<file path="src/rtl/page_share_refcount_table_top_assert.svh">
// Assertion macros shared by the page share refcount table RTL.
// Depends on nothing; expects signals clk and rst in the including module.
`ifndef PAGE_SHARE_REFCOUNT_TABLE_TOP_ASSERT_SVH
`define PAGE_SHARE_REFCOUNT_TABLE_TOP_ASSERT_SVH

// Same-cycle implication, disabled during reset.
`define PSRT_ASSERT_NOW(label, ante, cons, msg) \
  label: assert property (@(posedge clk) disable iff (rst) (ante) |-> (cons)) \
    else $error(msg);

// Next-cycle implication, disabled during reset.
`define PSRT_ASSERT_NEXT(label, ante, cons, msg) \
  label: assert property (@(posedge clk) disable iff (rst) (ante) |=> (cons)) \
    else $error(msg);

`endif

</file>
<file path="src/rtl/psrt_pkg.sv">
// Shared types and constants for the page share refcount table.
// No dependencies.
`default_nettype none

package psrt_pkg;

  localparam int TABLE_DEPTH = 64;
  localparam int COUNT_BITS  = 10;
  localparam int ADDR_BITS   = 20;

  localparam int MODE_W      = 2;
  localparam int IN_ADDR_W   = 20;
  localparam int OUT_COUNT_W = 10;
  localparam int STATUS_W    = 2;

  localparam int IDX_W   = $clog2(TABLE_DEPTH);
  localparam int SCAN_W  = $clog2(TABLE_DEPTH + 1);
  localparam int ENTRY_W = 1 + ADDR_BITS + COUNT_BITS;

  localparam logic [COUNT_BITS-1:0] CNT_MAX = {COUNT_BITS{1'b1}};

  typedef enum logic [MODE_W-1:0] {
    MODE_QUERY = 2'd0,
    MODE_INC   = 2'd1,
    MODE_DEC   = 2'd2
  } mode_t;

  typedef enum logic [STATUS_W-1:0] {
    STAT_OK       = 2'd0,
    STAT_OVERFLOW = 2'd1,
    STAT_FULL     = 2'd2,
    STAT_NO_ENTRY = 2'd3
  } status_t;

  typedef struct packed {
    logic start;
    logic scan;
    logic commit;
  } psrt_cmd_t;

  typedef struct packed {
    logic scan_done;
    logic out_free;
  } psrt_sts_t;

endpackage

`default_nettype wire

</file>
<file path="src/rtl/page_share_refcount_table_top.sv">
// Top level of the page share refcount table: controller plus datapath.
// Depends on psrt_pkg, psrt_ctrl, psrt_datapath (and through it psrt_ram).
`default_nettype none

// Shared-page reference count table. Each item names an operation (query,
// increment, decrement) on the entry keyed by page frame number and the
// large-page flag; the block answers with one result item holding the count
// after the operation and a status (ok, overflow, table full, decrement with
// no entry). Faults leave the table untouched. Every item scans the whole
// table through the single read port of the entry RAM, one entry per cycle,
// and the next item is taken only once the scan and commit are done. A
// finished result sits in an output register, so the next item is accepted
// while it waits; a result only holds up the block when the following item is
// ready to commit. Empty slots are tracked with per-slot valid bits cleared by
// reset, so the table is usable on the first cycle after reset with no
// clearing pass.

module page_share_refcount_table_top (
  input  wire logic                            clk,
  input  wire logic                            rst,
  input  wire logic                            in_valid,
  output logic                                 in_ready,
  input  wire logic [psrt_pkg::MODE_W-1:0]     mode,
  input  wire logic [psrt_pkg::IN_ADDR_W-1:0]  page_address,
  input  wire logic                            is_large_page,
  output logic                                 out_valid,
  input  wire logic                            out_ready,
  output logic [psrt_pkg::OUT_COUNT_W-1:0]     count,
  output logic [psrt_pkg::STATUS_W-1:0]        status
);

  psrt_pkg::psrt_cmd_t cmd;
  psrt_pkg::psrt_sts_t sts;

  // Sequencing: idle -> scan -> finish
  psrt_ctrl u_ctrl (
    .clk     (clk),
    .rst     (rst),
    .in_valid(in_valid),
    .in_ready(in_ready),
    .sts     (sts),
    .cmd     (cmd)
  );

  // Table storage, scan, update and result register
  psrt_datapath u_datapath (
    .clk          (clk),
    .rst          (rst),
    .mode         (mode),
    .page_address (page_address),
    .is_large_page(is_large_page),
    .cmd          (cmd),
    .sts          (sts),
    .out_valid    (out_valid),
    .out_ready    (out_ready),
    .count        (count),
    .status       (status)
  );

endmodule

`default_nettype wire

</file>
<file path="src/rtl/psrt_ram.sv">
// Generic single-write, single-read RAM with registered read data.
// No dependencies.
`default_nettype none

module psrt_ram #(
  parameter int WIDTH = 8,
  parameter int DEPTH = 16
) (
  input  wire logic                     clk,
  input  wire logic                     we,
  input  wire logic [$clog2(DEPTH)-1:0] waddr,
  input  wire logic [WIDTH-1:0]         wdata,
  input  wire logic                     re,
  input  wire logic [$clog2(DEPTH)-1:0] raddr,
  output logic      [WIDTH-1:0]         rdata
);

  logic [WIDTH-1:0] mem [DEPTH];

  always_ff @(posedge clk) begin
    if (we) begin
      mem[waddr] <= wdata;
    end
    if (re) begin
      rdata <= mem[raddr];
    end
  end

endmodule

`default_nettype wire

</file>
<file path="src/rtl/psrt_ctrl.sv">
// Controller state machine: accept, scan, commit.
// Depends on psrt_pkg.
`default_nettype none

module psrt_ctrl (
  input  wire logic                 clk,
  input  wire logic                 rst,
  input  wire logic                 in_valid,
  output logic                      in_ready,
  input  wire psrt_pkg::psrt_sts_t  sts,
  output psrt_pkg::psrt_cmd_t       cmd
);

  typedef enum logic [2:0] {
    S_IDLE   = 3'b001,
    S_SCAN   = 3'b010,
    S_FINISH = 3'b100
  } state_t;

  state_t state, state_next;

  always_comb begin
    state_next = state;
    in_ready   = 1'b0;
    cmd        = '0;
    unique case (state)
      S_IDLE: begin
        in_ready  = 1'b1;
        cmd.start = in_valid;
        if (in_valid) begin
          state_next = S_SCAN;
        end
      end
      S_SCAN: begin
        cmd.scan = 1'b1;
        if (sts.scan_done) begin
          state_next = S_FINISH;
        end
      end
      S_FINISH: begin
        // hold until the output register can take the result
        if (sts.out_free) begin
          cmd.commit = 1'b1;
          state_next = S_IDLE;
        end
      end
      default: begin
        state_next = S_IDLE;
      end
    endcase
  end

  always_ff @(posedge clk) begin
    if (rst) begin
      state <= S_IDLE;
    end else begin
      state <= state_next;
    end
  end

endmodule

`default_nettype wire

</file>
<file path="src/rtl/psrt_datapath.sv">
// Datapath: request registers, table scan over the entry RAM, update, result.
// Depends on psrt_pkg, psrt_ram and page_share_refcount_table_top_assert.svh.
`default_nettype none

module psrt_datapath (
  input  wire logic                             clk,
  input  wire logic                             rst,
  input  wire logic [psrt_pkg::MODE_W-1:0]      mode,
  input  wire logic [psrt_pkg::IN_ADDR_W-1:0]   page_address,
  input  wire logic                             is_large_page,
  input  wire psrt_pkg::psrt_cmd_t              cmd,
  output psrt_pkg::psrt_sts_t                   sts,
  output logic                                  out_valid,
  input  wire logic                             out_ready,
  output logic [psrt_pkg::OUT_COUNT_W-1:0]      count,
  output logic [psrt_pkg::STATUS_W-1:0]         status
);

  localparam int CB = psrt_pkg::COUNT_BITS;
  localparam int AB = psrt_pkg::ADDR_BITS;
  localparam int IW = psrt_pkg::IDX_W;
  localparam int SW = psrt_pkg::SCAN_W;
  localparam int EW = psrt_pkg::ENTRY_W;

  // Request
  logic [psrt_pkg::MODE_W-1:0] req_mode;
  logic [AB-1:0]               req_key;
  logic                        req_large;

  // Scan
  logic [SW-1:0] rd_idx;
  logic          cmp_pending;
  logic [IW-1:0] cmp_idx;
  logic          hit_found;
  logic [IW-1:0] hit_idx;
  logic [CB-1:0] hit_count;
  logic          free_found;
  logic [IW-1:0] free_idx;

  logic [psrt_pkg::TABLE_DEPTH-1:0] valid_bits;

  // RAM
  logic          ram_re;
  logic          ram_we;
  logic [IW-1:0] ram_waddr;
  logic [EW-1:0] ram_wdata;
  logic [EW-1:0] ram_q;

  logic          q_large;
  logic [AB-1:0] q_key;
  logic [CB-1:0] q_count;
  logic          q_match;
  logic          rd_end;

  // Commit
  logic          set_valid;
  logic          clr_valid;
  logic [CB-1:0] res_count;
  logic [psrt_pkg::STATUS_W-1:0] res_status;

  assign rd_end  = (rd_idx == SW'(psrt_pkg::TABLE_DEPTH));
  assign ram_re  = cmd.scan && !rd_end;

  assign q_large = ram_q[EW-1];
  assign q_key   = ram_q[CB +: AB];
  assign q_count = ram_q[CB-1:0];
  assign q_match = valid_bits[cmp_idx] && (q_key == req_key) && (q_large == req_large);

  assign sts.scan_done = rd_end && !cmp_pending;
  assign sts.out_free  = !out_valid || out_ready;

  psrt_ram #(
    .WIDTH(EW),
    .DEPTH(psrt_pkg::TABLE_DEPTH)
  ) u_entries (
    .clk  (clk),
    .we   (ram_we),
    .waddr(ram_waddr),
    .wdata(ram_wdata),
    .re   (ram_re),
    .raddr(rd_idx[IW-1:0]),
    .rdata(ram_q)
  );

  // Latch request and walk the table, first match wins
  always_ff @(posedge clk) begin
    if (cmd.start) begin
      req_mode  <= mode;
      req_key   <= AB'(page_address);
      req_large <= is_large_page;
    end
  end

  always_ff @(posedge clk) begin
    if (rst) begin
      rd_idx      <= '0;
      cmp_pending <= 1'b0;
      hit_found   <= 1'b0;
      free_found  <= 1'b0;
    end else if (cmd.start) begin
      rd_idx      <= '0;
      cmp_pending <= 1'b0;
      hit_found   <= 1'b0;
      free_found  <= 1'b0;
    end else if (cmd.scan) begin
      cmp_pending <= !rd_end;
      if (!rd_end) begin
        rd_idx <= rd_idx + SW'(1);
      end
      if (cmp_pending) begin
        if (q_match && !hit_found) begin
          hit_found <= 1'b1;
        end
        if (!valid_bits[cmp_idx] && !free_found) begin
          free_found <= 1'b1;
        end
      end
    end
  end

  always_ff @(posedge clk) begin
    if (cmd.scan) begin
      cmp_idx <= rd_idx[IW-1:0];
      if (cmp_pending && q_match && !hit_found) begin
        hit_idx   <= cmp_idx;
        hit_count <= q_count;
      end
      if (cmp_pending && !valid_bits[cmp_idx] && !free_found) begin
        free_idx <= cmp_idx;
      end
    end
  end

  // Work out the update and the result
  always_comb begin
    ram_we     = 1'b0;
    ram_waddr  = hit_idx;
    ram_wdata  = {req_large, req_key, hit_count};
    set_valid  = 1'b0;
    clr_valid  = 1'b0;
    res_count  = '0;
    res_status = psrt_pkg::STAT_OK;
    case (req_mode)
      psrt_pkg::MODE_INC: begin
        if (hit_found) begin
          if (hit_count == psrt_pkg::CNT_MAX) begin
            res_status = psrt_pkg::STAT_OVERFLOW;
            res_count  = hit_count;
          end else begin
            res_count = hit_count + CB'(1);
            ram_we    = 1'b1;
            ram_wdata = {req_large, req_key, res_count};
          end
        end else if (free_found) begin
          res_count = CB'(1);
          ram_we    = 1'b1;
          ram_waddr = free_idx;
          ram_wdata = {req_large, req_key, res_count};
          set_valid = 1'b1;
        end else begin
          res_status = psrt_pkg::STAT_FULL;
        end
      end
      psrt_pkg::MODE_DEC: begin
        if (!hit_found) begin
          res_status = psrt_pkg::STAT_NO_ENTRY;
        end else if (hit_count <= CB'(1)) begin
          clr_valid = 1'b1;
        end else begin
          res_count = hit_count - CB'(1);
          ram_we    = 1'b1;
          ram_wdata = {req_large, req_key, res_count};
        end
      end
      default: begin
        if (hit_found) begin
          res_count = hit_count;
        end
      end
    endcase
    ram_we    = ram_we && cmd.commit;
    set_valid = set_valid && cmd.commit;
    clr_valid = clr_valid && cmd.commit;
  end

  always_ff @(posedge clk) begin
    if (rst) begin
      valid_bits <= '0;
    end else if (set_valid) begin
      valid_bits[free_idx] <= 1'b1;
    end else if (clr_valid) begin
      valid_bits[hit_idx] <= 1'b0;
    end
  end

  // Output register
  always_ff @(posedge clk) begin
    if (rst) begin
      out_valid <= 1'b0;
    end else if (cmd.commit) begin
      out_valid <= 1'b1;
    end else if (out_ready) begin
      out_valid <= 1'b0;
    end
  end

  always_ff @(posedge clk) begin
    if (cmd.commit) begin
      count  <= psrt_pkg::OUT_COUNT_W'(res_count);
      status <= res_status;
    end
  end

`include "page_share_refcount_table_top_assert.svh"

  `PSRT_ASSERT_NOW(a_commit_slot_free, cmd.commit, !out_valid || out_ready, "commit over unread result")
  `PSRT_ASSERT_NEXT(a_commit_shows, cmd.commit, out_valid, "result not shown after commit")
  `PSRT_ASSERT_NOW(a_hit_is_valid, cmd.scan && hit_found, valid_bits[hit_idx], "hit on empty slot")
  `PSRT_ASSERT_NOW(a_free_is_empty, cmd.scan && free_found, !valid_bits[free_idx], "free slot in use")

endmodule

`default_nettype wire

</file>
<file path="config.mk">
export PLATFORM = sky130hd
export DESIGN_NAME = page_share_refcount_table_top
export DESIGN_NICKNAME = d
export VERILOG_FILES = /design/src/rtl/psrt_pkg.sv /design/src/rtl/page_share_refcount_table_top.sv /design/src/rtl/psrt_ram.sv /design/src/rtl/psrt_ctrl.sv /design/src/rtl/psrt_datapath.sv
export VERILOG_INCLUDE_DIRS = /design/src /design/src/rtl
export SDC_FILE = /design/constraint.sdc
export NUM_CORES = 2
export LEC_CHECK = 0
export ABC_AREA = 1
export BUFFER_PORTS_ARGS = -buffer_cell sky130_fd_sc_hd__buf_2
export CORE_UTILIZATION = 45
export DETAILED_ROUTE_END_ITERATION = 6
export PLACE_DENSITY = 0.67
export SKIP_CTS_REPAIR_TIMING = 1
export SYNTH_ARGS = -nofsm -noshare
export SYNTH_HDL_FRONTEND = slang
export SYNTH_SLANG_ARGS = --single-unit
</file>
<file path="constraint.sdc">
create_clock -name clk -period 8.6 [get_ports clk]
set_input_delay 1.72 -clock clk [delete_from_list [all_inputs] [get_ports clk]]
set_output_delay 1.72 -clock clk [all_outputs]
set_load 0.01 [all_outputs]
</file>
* Yosys cells after proc, flatten, opt, wreduce, memory -nomap -nowiden
Memory sizes are Yosys's and may differ from the RTL's. A register that Yosys moved wholly into a read port is not among the register bits.
Index checks and enable logic that the tools add are counted.
** Storage, ports and cells
- Memory bits (writable) :: 1984
- Register bits :: 141
- Memories :: 1
- Output and inout bits :: 14
** Operators by class
- Order comparisons :: 6
- Reductions and logical operators :: 31
- $add $sub $neg :: 3
- Bitwise gates (word level) :: 4
- Muxes and demuxes :: 53
- Eq/ne operators :: 12
** Memories
- u_datapath.u_entries.mem :: words 64, bits a word 31, rd ports 1, clocked after Yosys merged registers in 1, wr ports 1, line psrt_ram.sv:18 : logic [WIDTH-1:0] mem [DEPTH];
** Operators with widths (count)
- $mux W64 :: 2
- $mux W10 :: 10
- $and A64 B64 Y64 :: 1
- $not A64 Y64 :: 1
- $or A64 B64 Y64 :: 1
- $pmux W10 S2 :: 2
- $mux W1 :: 24
- $lt A6 B7 Y1 const B :: 3
- $eq A20 B20 Y1 :: 1
- $mux W6 :: 3
- $logic_and A1 B1 Y1 :: 15
- $demux W1 S6 :: 2
- $ge A6 B1 Y1 const B :: 2
- $add A10 B1 Y10 const B :: 1
- $eq A10 B10 Y1 const B :: 1
- $le A10 B1 Y1 const B :: 1
- $sub A10 B1 Y10 const B :: 1
- $mux W3 :: 3
- $pmux W3 S3 :: 1
- $reduce_and A3 Y1 :: 3
- $add A7 B1 Y7 const B :: 1
- $eq A7 B7 Y1 const B :: 1
- $bmux W1 S6 :: 1
- $logic_not A1 Y1 :: 6
- other kinds (15) :: 22

* Depth between registers and ports, before layout
- Depth in word-level cells :: 8
- Mapped depth :: 14
- Gate-level depth less buffers :: 12

* Modules after synthesis
Synthesis repeated with hierarchy kept, for this count alone.
** Second synthesis, totals
- Cell total of the unflattened synthesis :: 7767
- Area total of the unflattened synthesis :: 88553.7 µm²
** Modules (own cells, without submodules)
- psrt_ram :: area each 80772.5 µm², instances 1, cells an instance 6726
- psrt_datapath :: area each 7584.8 µm², instances 1, cells an instance 1011
- psrt_ctrl :: area each 196.4 µm², instances 1, cells an instance 30

* Least setup slack after synthesis
OpenSTA, ideal clock, no wires.
- Path kind :: input to register
- Start point :: input port out_ready
- End point :: memory u_datapath.u_entries.mem[10][0] (netlist bit), enable pin
- Data arrival time :: 3970 ps
- Cell stages on the path :: 4
- Data required time :: 8181 ps
- Path slack :: 4211 ps
- Cell sequence :: nor2_1 -> nor3_2 -> nand4_2 -> nor2_1
** Between the ends
- Cells in the longest elaborated chain, start to end :: 6
** Ends and longest elaborated chain
- start, declared :: line page_share_refcount_table_top.sv:27 : input wire logic out_ready,
- $logic_or A1 B1 Y1 :: line psrt_datapath.sv:70 : assign sts.out_free = !out_valid || out_ready;
- $mux W1 :: line psrt_ctrl.sv:42 : if (sts.out_free) begin
- $mux W1 :: line psrt_ctrl.sv:26 : unique case (state)
- $logic_and A1 B1 Y1 :: line psrt_datapath.sv:181 : ram_we = ram_we && cmd.commit;
- $mux W1 :: line psrt_ram.sv:21 : if (we) begin
- $mux W1 (implied by the code) :: line psrt_ram.sv:22 : mem[waddr] <= wdata;
- end, declared :: line psrt_ram.sv:18
No other way between the ends.

* Final worst setup path
- Start point :: register u_datapath.hit_count[0]
- End point :: memory u_datapath.u_entries.mem[59][5] (netlist bit), enable pin
** Between the ends
- Cells in the longest elaborated chain, start to end :: 7
- Elaborated cells between the ends (all ways) :: 10
- Classes of those cells :: order compare: 1; eq/ne: 1; mux: 7; reduce/logical: 1
** Ends and longest elaborated chain
- start, declared :: line psrt_datapath.sv:36 : logic [CB-1:0] hit_count;
- start signal, assigned :: line psrt_datapath.sv:126 : hit_count <= q_count;
- $le A10 B1 Y1 / $eq A10 B10 Y1 (equally long branches) :: line psrt_datapath.sv:167, psrt_datapath.sv:146
- $mux W1 (on tied branches) :: line psrt_datapath.sv:167, psrt_datapath.sv:146
- $mux W1 (on tied branches) :: line psrt_datapath.sv:165, psrt_datapath.sv:145
- $pmux W1 S2 * :: line psrt_datapath.sv:143 : case (req_mode)
- $logic_and A1 B1 Y1 * :: line psrt_datapath.sv:181
- $mux W1 * :: line psrt_ram.sv:21
- $mux W1 (implied by the code) * :: line psrt_ram.sv:22
Every way passes the cells marked *; elsewhere a longest branch is shown, timed or not.

==> out/metrics.csv <==
metric,value,unit
status,finished with violations,
violations,design-rule violations,
powerDensity,257.7,nW/um2
wl_per_cell,26.31,um
synth_edf_count,2078,
final_common_cell,edfxtp_1,
power_leakage,30.39,nW
die_w,437.8,um
drive_gt1_share,7.550,%
maxSlewViolCount,0,
hold_viol,0,
final_util,50.27,%
worstPathRequired,9.03,ns
synth_mux_area_share,0,%
io_buffers,40,
slew_headroom,20.39,%
crit_path_start_kind,flop,
placeableCoreArea,188200,um2
synth_cells,6806,
tightest_slew,1.194,ns
syn_avg_cell_area,12.56,um2
tns,0,ns
rr_worst_depth,9,
layout_common_cells,"2078 x edfxtp_1, 1210 x nor2_1, 1126 x o21ai_0",
cp-endpoint,u_datapath.u_entries.mem[59][5]$_DFFE_PP_,
ys_ff_latch,2156,
crit_fanout,31,
min_path_type,reg -> reg,
clk_pin_slew,0.06,ns
fin_cells,9369,
min-delay-start,u_datapath.u_entries.rdata[0]$_DFFE_PP_,
rsz0062_at_grt,false,
start_util,45.41,%
synthArstFlopShare,0,%
fin_nets,6739,
drtIter0Drc,8224,
antenna_found_initial,2,
worstSkewPairLatency,0.85,ns
dieArea,191700,um2
path_depth,9,
crit_arrival,5.33,ns
fmax,0.2039,GHz
reg2reg_from,u_datapath.hit_count[0]$_DFFE_PP_,
grt_pass1_vias,52230,
yosysTopAreaCell,edfxtp_1,
worstSetupStartpoint,u_datapath.hit_count[0]$_DFFE_PP_,
ys_seq_area_share,74.85,%
crit_chain,"inv_1, ha_1, o21ai_0, nor3_2, nor2_1, inv_1, o21ai_2, nand4_2, nor2_4",
synth-compound-area-share,11.83,%
yosys.area_share.adder,0.1171,%
crit_family,simple AND/OR/NAND/NOR gates,
syn_to_final_growth,10.71,%
cpPeakStageDelay,1.27,ns
worstSetupPathType,reg -> reg,
yosys.area_share.simple,10.43,%
r2r_slack,3.69,ns
ir_drop,0.2112,mV
crit_path_frequent_cell,inv_1,
grt_pass1_wl,354.3,mm
top_level_ports,41,
ant_nets,0,
dp.cells,8991,
via_count,56680,
cap_violations,0,
min_period,4.905,ns
skew,0.05047,ns
crit_buf_inv,2,
holdWs,0.4230,ns
synth_top_family_by_area,compound AO/OA/AOI/OAI gates,
synth_nets,6841,
clock_sinks,2156,
end_kind,flop,
grt_max_degree,205,
synthXorXnorAreaFrac,0.1640,%
hpwl,137.2,mm
ys_types,42,
synthTopCellsByArea,"edfxtp_1 73%, o21ai_0 6.6%, nor2_1 5.6%",
die_h,437.8,um
critPathSlowestCell,nor2_4,
htreeDepth,4,
r2r_end,u_datapath.u_entries.mem[59][5]$_DFFE_PP_,
power,24.38,mW
grt.total_usage,25.08,%
synth.yosys.warnings,0,
clk_path_buf_depth,3,
timing.final.crit_share,57.04,%
cts_tree,done,
cts_root_buffer,clkbuf_16,
globalplace.congestion,0.8949,
drt_drc_violations_left,5,
yosysTopAreaCellShare,73.02,%
synthFlopType,edfxtp_1,
antenna_cells,0,
cts_inserted_buffers,206,
via_per_inst,6.050,
finalSetupViolCount,0,
grt_overflow,0,
wl,246.5,mm
rows,159,
netlist_area,85460,um2
dr.pass1.iters,7,
## cell families (layout without fill, tap and decap cells)
group | Yosys count | count (layout)
flops | 2156 | 2156
simple gates | 2213 | 2213
xor+xnor | 16 | 16
fa+ha+maj | 8 | 8
buf+inv | 536 | 604
compound gates | 1877 | 1877
## power breakdown
part           internal (mW)  switching (mW)
combinational          0.693            2.80
clock                   4.70            3.93
sequential              12.2          0.0858
total                   17.6            6.81
## layer usage
| metal | vias to the layer above | track usage [%] | part of all wire, % |
|---|---|---|---|
| met4 | 0 | 9.982 | 4.1 |
| met3 | 445 | 5.238 | 12 |
| met1 | 28140 | 36.04 | 40 |
| met2 | 3273 | 37.35 | 45 |
| met5 | - | 0 | 0 |
| li1 | 24830 | - | - |
## through the flow
step | setup WS, ns | instance area [um2]
finish | 3.695 | 94610
global route | 3.553 | 94610
CTS | 3.812 | 94610
detailed placement | 3.052 | 88270
global placement | 3.134 | 88270
floorplan | 4.211 | 85460
## cells in the mapped netlist, types with 2 or more instances
master     instances
nor4_1             5
xnor2_1            7
nand2_1          650
buf_6              4
clkbuf_1         283
nor3_1            12
nand4_1           58
dfxtp_1           78
xor2_1             9
o21ai_1           44
o211ai_1          30
nand2_2            3
or2_2              7
o22ai_1          486
nor2_4             2
edfxtp_1        2078
o2111ai_1          2
a21oi_1          179
inv_1             93
nor2_1          1277
nand3_2            8
nand3_1          173
buf_1             16
o21ai_0         1126
inv_2              6
nand2_4            6
nor2_2             4
ha_1               8
nor3_2             3
a211oi_1           3
nand4_2            3
buf_2            122
a31oi_1            3
buf_4              9
clkinv_1           2
## layout make-up
| cell class | count | area [um2] |
|---|---|---|
| Multi-Input combinational cell | 4114 | 19850 |
| Fill cell | 16010 | 93590 |
| Clock inverter | 121 | 969.7 |
| Tap cell | 2495 | 3122 |
| Inverter | 101 | 399.1 |
| Sequential cell | 2156 | 63970 |
| Timing Repair Buffer | 125 | 938.4 |
| Clock buffer | 257 | 5368 |
## registers in the layout, summed over array words and instances (netlist names), 2 cells and up
register	count
u_datapath.u_entries.rdata	31
u_datapath.count	10
u_ctrl.state	3
u_datapath.rd_idx	7
u_datapath.status	2
u_datapath.cmp_idx	6
u_datapath.hit_count	10
u_datapath.free_idx	6
u_datapath.hit_idx	6
u_datapath.req_mode	2
u_datapath.req_key	20
u_datapath.valid_bits	64
u_datapath.u_entries.mem	1984
## how the worst min path moves through the flow
stage	end	cells after the start
finish	u_datapath.hit_count[0]$_DFFE_PP_	0
global route	u_datapath.hit_count[5]$_DFFE_PP_	0
CTS	u_datapath.hit_count[5]$_DFFE_PP_	0
detailed placement	u_datapath.hit_count[5]$_DFFE_PP_	0
global placement	u_datapath.hit_count[8]$_DFFE_PP_	0
floorplan	u_datapath.hit_count[0]$_DFFE_PP_	0
No activity file was read; power rests on OpenSTA's default activity.
